### config.mk
export PLATFORM = sky130hd
export DESIGN_NAME = matrix_keypad_scanner_flat
export DESIGN_NICKNAME = d
export VERILOG_FILES = /design/src/hw/rtl/mkpd_pkg.sv /design/src/hw/rtl/mkpd_if.sv /design/src/hw/rtl/mkpd_scan_core.sv /design/src/hw/rtl/matrix_keypad_scanner.sv /design/src/flat_wrapper.sv
export SDC_FILE = /design/constraint.sdc
export NUM_CORES = 1
export LEC_CHECK = 0
export BUFFER_PORTS_ARGS = -buffer_cell sky130_fd_sc_hd__buf_2
export CAP_MARGIN = 20
export CELL_PAD_IN_SITES_DETAIL_PLACEMENT = 1
export CELL_PAD_IN_SITES_GLOBAL_PLACEMENT = 2
export CORE_MARGIN = 2
export CORE_UTILIZATION = 36
export DETAILED_ROUTE_END_ITERATION = 8
export PLACE_DENSITY = 0.77
export SLEW_MARGIN = 5
export SYNTH_ARGS = -nofsm -noshare
export SYNTH_HDL_FRONTEND = slang
export SYNTH_SLANG_ARGS = --single-unit
export TNS_END_PERCENT = 1
### constraint.sdc
create_clock -name clk -period 3.3 [get_ports clk]
set_input_delay 0.33 -clock clk [delete_from_list [all_inputs] [get_ports clk]]
set_output_delay 0.33 -clock clk [all_outputs]
set_load 0.05 [all_outputs]
### src/hw/rtl/mkpd_pkg.sv
// Shared constants, types and helpers for the matrix keypad scanner.
// Depends on nothing; every other file imports it.
package mkpd_pkg;

  // matrix geometry and dwell counter width
  localparam int KEY_ROWS    = 4;
  localparam int KEY_COLUMNS = 4;
  localparam int DWELL_WIDTH = 16;

  // fixed field widths
  localparam int LEVELS_W = 4;
  localparam int DRIVE_W  = 4;
  localparam int CODE_W   = 5;
  localparam int CFG_W    = 16;

  // index widths derived from the geometry
  localparam int ROW_IDX_W = (KEY_ROWS > 1) ? $clog2(KEY_ROWS) : 1;
  localparam int COL_IDX_W = (KEY_COLUMNS > 1) ? $clog2(KEY_COLUMNS) : 1;

  localparam logic [ROW_IDX_W-1:0] LAST_ROW = ROW_IDX_W'(KEY_ROWS - 1);
  localparam logic [COL_IDX_W-1:0] LAST_COL = COL_IDX_W'(KEY_COLUMNS - 1);

  // largest count the dwell counter holds
  localparam logic [32:0] DWELL_MAX = 33'((64'd1 << DWELL_WIDTH) - 64'd1);

  typedef enum logic [1:0] {
    PH_MAIN_SAMPLE = 2'd0,
    PH_MAIN_DWELL  = 2'd1,
    PH_SUB_SAMPLE  = 2'd2,
    PH_SUB_DWELL   = 2'd3
  } phase_t;

  typedef logic [DWELL_WIDTH-1:0] dwell_t;

  // one result of the scan core
  typedef struct packed {
    logic [DRIVE_W-1:0] column_drive;
    logic               scan_done;
    logic [CODE_W-1:0]  key_code;
    logic               multi_key;
  } result_t;

  // register value clamped to the counter range
  function automatic dwell_t dwell_load(input logic [CFG_W-1:0] ticks);
    logic [32:0] wide;
    wide = 33'(ticks);
    if (wide > DWELL_MAX) begin
      return dwell_t'(DWELL_MAX);
    end
    return dwell_t'(wide);
  endfunction

endpackage

### src/hw/rtl/mkpd_if.sv
// Handshake channels of the keypad scanner: tick input, result output, config write.
// Depends on mkpd_pkg for field widths.
interface mkpd_tick_if;
  import mkpd_pkg::*;
  logic                valid;
  logic                ready;
  logic [LEVELS_W-1:0] row_levels;
  modport source (output valid, output row_levels, input ready);
  modport sink (input valid, input row_levels, output ready);
endinterface

interface mkpd_result_if;
  import mkpd_pkg::*;
  logic               valid;
  logic               ready;
  logic [DRIVE_W-1:0] column_drive;
  logic               scan_done;
  logic [CODE_W-1:0]  key_code;
  logic               multi_key;
  modport source (output valid, output column_drive, output scan_done,
                  output key_code, output multi_key, input ready);
  modport sink (input valid, input column_drive, input scan_done,
                input key_code, input multi_key, output ready);
endinterface

interface mkpd_cfg_if;
  import mkpd_pkg::*;
  logic             valid;
  logic             ready;
  logic [CFG_W-1:0] dwell_ticks;
  modport source (output valid, output dwell_ticks, input ready);
  modport sink (input valid, input dwell_ticks, output ready);
endinterface

### src/hw/rtl/mkpd_scan_core.sv
// Scan state machine: main pass, held-key sub-scan and dwell counting.
// Depends on mkpd_pkg; takes one state step per registered tick.
module mkpd_scan_core
  import mkpd_pkg::*;
(
  input  logic                clk,
  input  logic                rst,
  input  logic                step,
  input  logic [LEVELS_W-1:0] row_levels,
  input  logic [CFG_W-1:0]    dwell_ticks,
  output result_t             result
);

  phase_t                phase, phase_next;
  logic [COL_IDX_W-1:0]  scan_column, scan_column_next;
  logic [ROW_IDX_W-1:0]  scan_row, scan_row_next;
  logic [COL_IDX_W-1:0]  probe_column, probe_column_next;
  logic [ROW_IDX_W-1:0]  probe_row, probe_row_next;
  dwell_t                dwell_count, dwell_count_next;
  logic [CODE_W-1:0]     found_key, found_key_next;
  logic                  multi_seen, multi_seen_next;

  logic [COL_IDX_W-1:0]  drive_col;
  logic [7:0]            drive_onehot;
  logic [7:0]            levels_ext;
  logic                  main_pressed;
  logic                  probe_pressed;
  dwell_t                load;
  dwell_t                count_dec;
  logic                  adv_main;
  logic                  adv_probe;

  // column drive and row sensing
  always_comb begin
    drive_col    = (phase == PH_SUB_SAMPLE || phase == PH_SUB_DWELL) ? probe_column
                                                                     : scan_column;
    drive_onehot = 8'd1 << drive_col;
    levels_ext   = {{(8 - LEVELS_W){1'b1}}, row_levels};
    main_pressed  = !levels_ext[3'(scan_row)];
    probe_pressed = !levels_ext[3'(probe_row)];
    load          = dwell_load(dwell_ticks);
    count_dec     = (dwell_count != '0) ? dwell_count - dwell_t'(1) : dwell_count;
  end

  // next state and result
  always_comb begin
    phase_next        = phase;
    scan_column_next  = scan_column;
    scan_row_next     = scan_row;
    probe_column_next = probe_column;
    probe_row_next    = probe_row;
    dwell_count_next  = dwell_count;
    found_key_next    = found_key;
    multi_seen_next   = multi_seen;
    adv_main          = 1'b0;
    adv_probe         = 1'b0;

    result.column_drive = ~drive_onehot[DRIVE_W-1:0];
    result.scan_done    = 1'b0;
    result.key_code     = '0;
    result.multi_key    = 1'b0;

    unique case (phase)
      PH_MAIN_SAMPLE: begin
        if (main_pressed) begin
          found_key_next    = CODE_W'(scan_row) + CODE_W'(KEY_ROWS) * CODE_W'(scan_column)
                              + CODE_W'(1);
          probe_column_next = '0;
          probe_row_next    = '0;
          phase_next        = PH_SUB_SAMPLE;
        end else if (load == '0) begin
          adv_main = 1'b1;
        end else begin
          dwell_count_next = load;
          phase_next       = PH_MAIN_DWELL;
        end
      end
      PH_MAIN_DWELL: begin
        dwell_count_next = count_dec;
        adv_main         = (count_dec == '0);
      end
      PH_SUB_SAMPLE: begin
        if (probe_pressed && probe_column != scan_column && probe_row != scan_row) begin
          multi_seen_next = 1'b1;
        end else if (load == '0) begin
          adv_probe = 1'b1;
        end else begin
          dwell_count_next = load;
          phase_next       = PH_SUB_DWELL;
        end
      end
      PH_SUB_DWELL: begin
        dwell_count_next = count_dec;
        adv_probe        = (count_dec == '0);
      end
      default: begin
        phase_next = PH_MAIN_SAMPLE;
      end
    endcase

    // step to the next main position, report at the end of a pass
    if (adv_main) begin
      phase_next = PH_MAIN_SAMPLE;
      if (scan_row != LAST_ROW) begin
        scan_row_next = scan_row + ROW_IDX_W'(1);
      end else begin
        scan_row_next = '0;
        if (scan_column != LAST_COL) begin
          scan_column_next = scan_column + COL_IDX_W'(1);
        end else begin
          scan_column_next = '0;
          result.scan_done = 1'b1;
          result.key_code  = found_key;
          result.multi_key = multi_seen;
          found_key_next   = '0;
          multi_seen_next  = 1'b0;
        end
      end
    end

    // step to the next probe position, back to main after the last one
    if (adv_probe) begin
      phase_next = PH_SUB_SAMPLE;
      if (probe_row != LAST_ROW) begin
        probe_row_next = probe_row + ROW_IDX_W'(1);
      end else begin
        probe_row_next = '0;
        if (probe_column != LAST_COL) begin
          probe_column_next = probe_column + COL_IDX_W'(1);
        end else begin
          probe_column_next = '0;
          phase_next        = PH_MAIN_SAMPLE;
        end
      end
    end
  end

  // state registers
  always_ff @(posedge clk) begin
    if (rst) begin
      phase        <= PH_MAIN_SAMPLE;
      scan_column  <= '0;
      scan_row     <= '0;
      probe_column <= '0;
      probe_row    <= '0;
      dwell_count  <= '0;
      found_key    <= '0;
      multi_seen   <= 1'b0;
    end else if (step) begin
      phase        <= phase_next;
      scan_column  <= scan_column_next;
      scan_row     <= scan_row_next;
      probe_column <= probe_column_next;
      probe_row    <= probe_row_next;
      dwell_count  <= dwell_count_next;
      found_key    <= found_key_next;
      multi_seen   <= multi_seen_next;
    end
  end

endmodule

### src/hw/rtl/matrix_keypad_scanner.sv
// Top level of the 4x4 matrix keypad scanner: tick register, scan core, result register.
// Depends on mkpd_pkg, the channel interfaces in mkpd_if and mkpd_scan_core.
//
//   channel  dir  payload                                    request
//   tick     in   row_levels[3:0]                            one scan tick
//   result   out  column_drive, scan_done, key_code, multi   one per tick
//   cfg      in   dwell_ticks[15:0]                          register write
//
// Every tick request gives exactly one result request, through the tick register and then the result register.
// One tick can be taken in every cycle while the result side does not stall; the scan state register is the only loop.
// rst is synchronous: pipeline empties, dwell_ticks returns to 10, scan restarts.
// A stalled result holds both stages; tick ready drops only while the result
// register is full and not being taken.
module matrix_keypad_scanner
  import mkpd_pkg::*;
(
  input  logic               clk,
  input  logic               rst,
  mkpd_tick_if.sink          tick,
  mkpd_result_if.source      result,
  mkpd_cfg_if.sink           cfg
);

  logic                in_valid;
  logic [LEVELS_W-1:0] in_levels;
  logic                out_valid;
  result_t             out_data;
  result_t             core_result;
  logic [CFG_W-1:0]    dwell_ticks;
  logic                advance;

  // pipeline moves when the result register is free or being drained
  assign advance    = !out_valid || result.ready;
  assign tick.ready = !in_valid || advance;
  assign cfg.ready  = 1'b1;

  // configuration register
  always_ff @(posedge clk) begin
    if (rst) begin
      dwell_ticks <= CFG_W'(10);
    end else if (cfg.valid) begin
      dwell_ticks <= cfg.dwell_ticks;
    end
  end

  // tick input register
  always_ff @(posedge clk) begin
    if (rst) begin
      in_valid <= 1'b0;
    end else if (tick.ready) begin
      in_valid <= tick.valid;
    end
  end

  always_ff @(posedge clk) begin
    if (tick.valid && tick.ready) begin
      in_levels <= tick.row_levels;
    end
  end

  mkpd_scan_core u_core (
    .clk         (clk),
    .rst         (rst),
    .step        (in_valid && advance),
    .row_levels  (in_levels),
    .dwell_ticks (dwell_ticks),
    .result      (core_result)
  );

  // result register
  always_ff @(posedge clk) begin
    if (rst) begin
      out_valid <= 1'b0;
    end else if (advance) begin
      out_valid <= in_valid;
    end
  end

  always_ff @(posedge clk) begin
    if (advance && in_valid) begin
      out_data <= core_result;
    end
  end

  assign result.valid        = out_valid;
  assign result.column_drive = out_data.column_drive;
  assign result.scan_done    = out_data.scan_done;
  assign result.key_code     = out_data.key_code;
  assign result.multi_key    = out_data.multi_key;

endmodule

### src/flat_wrapper.sv
// flat-port wrapper written by rule: the top's interface ports become plain ports
module matrix_keypad_scanner_flat import mkpd_pkg::*;
  (clk, rst, tick_valid, tick_row_levels, tick_ready, result_valid, result_column_drive, result_scan_done, result_key_code, result_multi_key, result_ready, cfg_valid, cfg_dwell_ticks, cfg_ready);
  mkpd_tick_if tick_i ();
  mkpd_result_if result_i ();
  mkpd_cfg_if cfg_i ();
  input  logic clk;
  input  logic rst;
  input wire logic [$bits(tick_i.valid)-1:0] tick_valid;
  input wire logic [$bits(tick_i.row_levels)-1:0] tick_row_levels;
  output wire logic [$bits(tick_i.ready)-1:0] tick_ready;
  output wire logic [$bits(result_i.valid)-1:0] result_valid;
  output wire logic [$bits(result_i.column_drive)-1:0] result_column_drive;
  output wire logic [$bits(result_i.scan_done)-1:0] result_scan_done;
  output wire logic [$bits(result_i.key_code)-1:0] result_key_code;
  output wire logic [$bits(result_i.multi_key)-1:0] result_multi_key;
  input wire logic [$bits(result_i.ready)-1:0] result_ready;
  input wire logic [$bits(cfg_i.valid)-1:0] cfg_valid;
  input wire logic [$bits(cfg_i.dwell_ticks)-1:0] cfg_dwell_ticks;
  output wire logic [$bits(cfg_i.ready)-1:0] cfg_ready;
  assign tick_i.valid = tick_valid;
  assign tick_i.row_levels = tick_row_levels;
  assign tick_ready = tick_i.ready;
  assign result_valid = result_i.valid;
  assign result_column_drive = result_i.column_drive;
  assign result_scan_done = result_i.scan_done;
  assign result_key_code = result_i.key_code;
  assign result_multi_key = result_i.multi_key;
  assign result_i.ready = result_ready;
  assign cfg_i.valid = cfg_valid;
  assign cfg_i.dwell_ticks = cfg_dwell_ticks;
  assign cfg_ready = cfg_i.ready;
  matrix_keypad_scanner u_core (.clk(clk), .rst(rst), .tick(tick_i), .result(result_i), .cfg(cfg_i));
endmodule
==> impl_metrics.yaml, run 1 <==
worst_hold_path:
  hold_depth: 1
  min-delay-path-class: "primary input to register"
  worstHoldEndpoint: "u_core.in_levels[0]"
  hold_start: "tick_row_levels[0]"
sta:
  slew_headroom: 0.303
  finalHoldViolCount: 0
  fmaxAchievable_mhz: 328
  slew_viol_final: 0
  worst_slew_pin_slew_ps: 1040
  finalCritPeriodShare: 0.924
  finalSetupViolations: 0
  min_period_ps: 3050
  final.setup.tns_ps: 0
  skew_ps: 7.50
  rsz0062_at_grt: "false"
die:
  fp-row-count: 35
  pin_count: 39
  dieArea_sq_mm: 0.0105
  core_sq_mm: 0.00933
  dieHeight_microns: 103
  die_w_microns: 103
  initial_core_util: 0.375
power:
  pwr-share-clk: 0.336
  leakage_nw: 1.52
  peakVddDrop_mv: 0.277
  switching_power_mw: 0.618
  powerDensity_mw_per_mm2: 487
  p_seq_frac: 0.450
  swShare: 0.314
  p_int_mw: 1.35
  power_mw: 1.97
  p_comb_frac: 0.214
synth:
  synth_simple_gate_area_frac: 0.234
  syn_area_sq_mm: 0.00350
  async_flop_share: 0
  synthCells: 391
  synth_xor_area_frac: 0.0125
  avgSynthCellArea_sq_um: 8.95
  synth_edf_count: 15
  synth_top_family_by_area: "simple AND/OR/NAND/NOR gates"
  synth.mux.area_fraction: 0.0644
  seq_area_frac_synth: 0.415
  yosys_warnings: 0
  synth-main-ff-cell: "dfxtp_1"
  syn_nets: 422
  ys_ff_latch: 65
  synth_compound_area_frac: 0.205
  synthAdderAreaFrac: 0.0215
  ys_types: 56
status:
  status: "completed"
clock_tree:
  clkSinkCount: 65
  htreeDepth: 3
  ctsResizeCount: 0
  cts_tree: "yes"
  clk_latency_ps: 340
  cts_setup_buffers: 0
  clk_transition_reported_paths_ps: 70
  hold_buffers: 0
  cts_made_buffers: 9
  cts_root_buffer: "clkbuf_8"
  cts_buffer_depth: 2
finish:
  antennaDiodeCount: 0
  nets: 459
  finalNonFillerCells: 562
  final_cell_area_sq_mm: 0.00404
  drive_above_1_share: 0.187
  syn_to_final_growth_pct: 15.5
grt:
  grt_max_degree: 36
  grt_pass1_vias: 3086
  grt_pass1_wl_microns: 16300
  overflow: 0
  antenna_found_initial: 0
  grt_use_total: 0.202
route:
  wl_per_cell_microns: 17.6
  maxUsedRoutingLayer: "met4"
  wl_met3_microns: 449
  ant_nets: 0
  wl_met2_microns: 4180
  wl_met1_microns: 5070
  vias_per_cell: 5.60
  drc: 0
  vias: 3148
  routed_wl_microns: 9860
  initialDrtViolationCount: 134
  first_pass_iters: 4
placement:
  io_buffers: 37
  placed_cells: 546
  postPlaceCellArea_sq_mm: 0.00385
  place_hpwl_microns: 7250
  place_congestion: 0.914
worst_setup_path:
  cp_top_family: "simple AND/OR/NAND/NOR gates"
  cp.arrival_ps: 3260
  r2r_cells: 9
  slowest_stage: "or4_1"
  path_cells: "inv_1, ha_1, nor4b_2, and4_1, o31ai_1, nand4b_1, or4_1, a21oi_2, and2_1"
  path_class: "register to register"
  cp_max_fo: 10
  worst-endpoint-required_ps: 3510
  start_kind: "register"
  max_stage_delay_ps: 560
  rrSetupSlack_ps: 250
  worst-path-buf-inv: 1
  end_kind: "register"
  r2r_end: "u_core.result.key_code[1]"
  r2r-start: "u_core.u_core.dwell_count[0]"
run:
  drv_cap: 0
[cell usage after synthesis (all sizes together) (3+ instances only)]
cell	number	area, sq um
or3	3	18.8
clkbuf	17	63.8
inv	12	45.0
o31a	6	52.6
a21o	3	22.5
nor2	37	139
ha	6	75.1
xor2	4	35.0
nand3	5	25.0
or4	5	37.5
or2	3	18.8
nor3	21	105
edfxtp	15	450
mux2i	18	180
a22o	6	52.6
o21ai	10	50.1
a211oi	5	37.5
a21oi	25	129
o31ai	6	45.0
dfxtp	50	1000
o22ai	9	56.3
and3	4	25.0
nand4b	4	35.0
nor4b	4	41.3
a22oi	15	113
nor4	11	81.3
nand2	17	63.8
and2	9	56.3
a211o	3	26.3
a31oi	5	31.3
nor2b	6	37.5
buf	10	52.6
nand4	8	50.1
nand2b	7	43.8
[state kept, by name, summed over array words and instances (netlist names)]
name and cells:
u_core.dwell_ticks 16, u_core.u_core.dwell_count 16, u_core.result.key_code 5, u_core.u_core.found_key 5, u_core.in_levels 4, u_core.result.column_drive 4, u_core.u_core.phase 2, u_core.u_core.probe_column 2
u_core.u_core.probe_row 2, u_core.u_core.scan_column 2, u_core.u_core.scan_row 2, u_core.in_valid 1, u_core.result.multi_key 1, u_core.result.scan_done 1, u_core.result.valid 1, u_core.u_core.multi_seen 1
[layer usage]
metal  track usage  vias to the layer above
li1              -                     1565
met1         0.307                     1499
met2         0.295                       69
met3        0.0271                       15
met4        0.0646                        0
met5             0                        -
[power by group through the flow]
stage	logic (mW)	clock network, mW	registers (mW)
final	0.420	0.662	0.886
after global placement	0.415	0	0.902
after detailed placement	0.415	0	0.903
after CTS	0.418	0.683	0.885
after floorplan	0.286	0	0.903
after global routing	0.463	0.719	0.890
[final cells by class]
type	count	area, sq um
fillers	1111	5290
multi-input cells	287	1890
well taps	129	161
clock inverters	6	58.8
clock buffers	10	128
flip-flops and latches	65	1450
repair buffers	53	305
inverters	12	45.0
[cells by family after synthesis]
| group | count (synthesis) |
|---|---|
| muxes | 21 |
| DFF | 65 |
| adders and majority gates | 6 |
| other | 1 |
| buffers and inverters | 39 |
| xor gates and xnor gates | 5 |
| AOI/OAI and AO/OA | 105 |
| and+or+nand+nor | 149 |
[worst max-delay path by stage]
stage | start | endpoint | slack, ps | depth (start not counted)
after floorplan | u_core.u_core.dwell_count[0] | u_core.u_core.found_key[2] | 650 | 10
final | u_core.u_core.dwell_count[0] | u_core.result.key_code[1] | 250 | 9
after global placement | u_core.u_core.dwell_count[0] | u_core.u_core.scan_row[0] | 300 | 8
after CTS | u_core.u_core.dwell_count[0] | u_core.result.key_code[1] | 270 | 9
after detailed placement | u_core.u_core.dwell_count[0] | u_core.u_core.scan_row[0] | 290 | 8
after global routing | u_core.u_core.dwell_count[0] | u_core.result.key_code[1] | 8 | 9
[per-stage QoR]
stage | hold WS, ps | utilization | setup WS [ps]
finish | 160 | 0.433 | 252
global placement | 455 | 0.413 | 296
CTS | 149 | 0.433 | 271
global route | 158 | 0.433 | 8.31
floorplan | 429 | - | 654
detailed placement | 464 | 0.413 | 289
[placed cells by master, fill, tap and decap left out, types with 5 or more instances in the layout]
| cell | count |
|---|---|
| o21ai_0 | 10 |
| nand4_1 | 8 |
| nor3_1 | 21 |
| nor2_1 | 37 |
| a22o_1 | 6 |
| mux2i_1 | 18 |
| nand3_1 | 5 |
| clkbuf_8 | 9 |
| inv_1 | 12 |
| nand2b_1 | 7 |
| or4_1 | 5 |
| a211oi_1 | 5 |
| a21oi_1 | 24 |
| o31ai_1 | 6 |
| nor2b_1 | 6 |
| a31oi_1 | 5 |
| nor4_1 | 8 |
| o22ai_1 | 9 |
| buf_4 | 16 |
| edfxtp_1 | 15 |
| o31a_1 | 6 |
| dfxtp_1 | 50 |
| and2_1 | 9 |
| ha_1 | 6 |
| nand2_1 | 17 |
| buf_2 | 37 |
| a22oi_1 | 15 |
Power figures use the tool's default switching activity.
==> run 2: changes to the inputs <==
- RECOVER_POWER: not set -> 25
==> run 2 against run 1 <==
Count of clock-buffer cells in the layout is the same; maximum frequency shrank 0.67%; non-clock buffer count is the same; clock skew is essentially flat; first-iteration DRC count grew 20%; sequential power is essentially flat; largest power group unchanged.
==> impl_metrics.yaml, run 2 (synthesized netlist as in run 1, its figures left out) <==
worst_setup_path:
  r2r-start: "u_core.u_core.dwell_count[0]"
  worst-endpoint-required_ps: 3510
  start_kind: "register"
  end_kind: "register"
  critPathLaunch: "u_core.u_core.dwell_count[0]"
  cp.arrival_ps: 3280
  path_class: "register to register"
  cp_max_fo: 10
grt:
  grt_pass1_vias: 3086
  grt_pass1_wl_microns: 16300
  grt_use_total: 0.202
  antenna_found_initial: 0
  overflow: 0
  grt_max_degree: 36
sta:
  skew_ps: 7.14
  slew_viol_final: 0
  finalCritPeriodShare: 0.930
  slew_headroom: 0.251
  fmaxAchievable_mhz: 326
  final.setup.tns_ps: 0
  worst_slew_pin_slew_ps: 1120
  finalHoldViolCount: 0
  min_period_ps: 3070
  rsz0062_at_grt: "false"
  finalSetupViolations: 0
clock_tree:
  clkSinkCount: 65
  clk_transition_reported_paths_ps: 70
  cts_made_buffers: 9
  hold_buffers: 0
  ctsResizeCount: 0
  cts_setup_buffers: 0
  cts_tree: "yes"
  htreeDepth: 3
  cts_buffer_depth: 2
  clk_latency_ps: 350
  cts_root_buffer: "clkbuf_8"
route:
  vias: 3140
  routed_wl_microns: 9900
  drc: 0
  initialDrtViolationCount: 161
  ant_nets: 0
  first_pass_iters: 4
  vias_per_cell: 5.59
  wl_per_cell_microns: 17.6
power:
  p_int_mw: 1.35
  switching_power_mw: 0.621
  powerDensity_mw_per_mm2: 488
  peakVddDrop_mv: 0.278
  power_mw: 1.97
  leakage_nw: 1.52
  p_comb_frac: 0.214
  pwr-share-clk: 0.337
  p_seq_frac: 0.449
  swShare: 0.315
die:
  pin_count: 39
  core_sq_mm: 0.00933
  die_w_microns: 103
  initial_core_util: 0.375
  fp-row-count: 35
  dieArea_sq_mm: 0.0105
  dieHeight_microns: 103
finish:
  final_cell_mix: "50 x dfxtp_1, 37 x nor2_1, 36 x buf_2, 24 x a21oi_1, 21 x nor3_1"
  antennaDiodeCount: 0
  syn_to_final_growth_pct: 15.5
  final_common_cell: "dfxtp_1"
  top_regs: "u_core.dwell_ticks: 16 flops, u_core.u_core.dwell_count: 16 flops"
  final_core_util: 0.433
  nFillCells: 1112
  drive_above_1_share: 0.185
  nets: 459
placement:
  io_buffers: 37
  place_hpwl_microns: 7250
  place_congestion: 0.914
status:
  status: "completed"
run:
  drv_cap: 0
worst_hold_path:
  hold_start: "tick_row_levels[0]"
  min-delay-path-class: "primary input to register"
## run 2: cell count changes in the layout (fill, tap and decap cells not counted)
cell      delta
buf_2        -1
and2_1       -1
and2_0       +1
clkbuf_1     +1
## run 2: layout make-up
class                      instances  area (sq um)  share of cell area
multi-input combinational        287          1890               0.468
clock inverter                     6          58.8              0.0146
timing repair buffer              53           304              0.0753
tap                              129           161              0.0400
inverter                          12          45.0              0.0111
clock buffer                      10           128              0.0316
sequential                        65          1450               0.359
## run 2: power groups by stage
stage | Clock [mW] | Combinational (mW) | Sequential, mW
2_1_floorplan | 0 | 0.286 | 0.903
3_3_place_gp | 0 | 0.415 | 0.902
5_1_grt | 0.719 | 0.463 | 0.890
4_1_cts | 0.683 | 0.418 | 0.885
6_report | 0.664 | 0.421 | 0.886
3_5_place_dp | 0 | 0.415 | 0.903
## run 2: per-layer routing
layer	track usage	share of wire
met2	0.295	0.42
met3	0.0271	0.045
met4	0.0646	0.017
met5	0	0
met1	0.307	0.51
## run 2: metrics by stage
step,cells,hold slack (ps),worst slack [ps],area (sq um)
after detailed placement,546,464,289,3850
after CTS,562,149,271,4040
final,562,159,232,4040
after global routing,562,158,8.31,4040
after global placement,546,455,296,3850
after floorplan,391,429,654,3500
## run 2: path summary, 6_finish.rpt
path / endpoint / slack [ps] / depth (start not counted)
min: u_core.in_levels[0] / 160 / 1
max: u_core.result.key_code[1] / 230 / 9
min reg2reg: u_core.u_core.found_key[1] / 480 / 1
max reg2reg: u_core.result.key_code[1] / 230 / 9
## run 2: worst max-delay path: stages, from the launching register on
cell and delay, ps:
dfxtp_1 370, inv_1 130, ha_1 150, nor4b_2 400
and4_1 490, o31ai_1 140, nand4b_1 210, or4_1 560
a21oi_2 300, and2_1 180
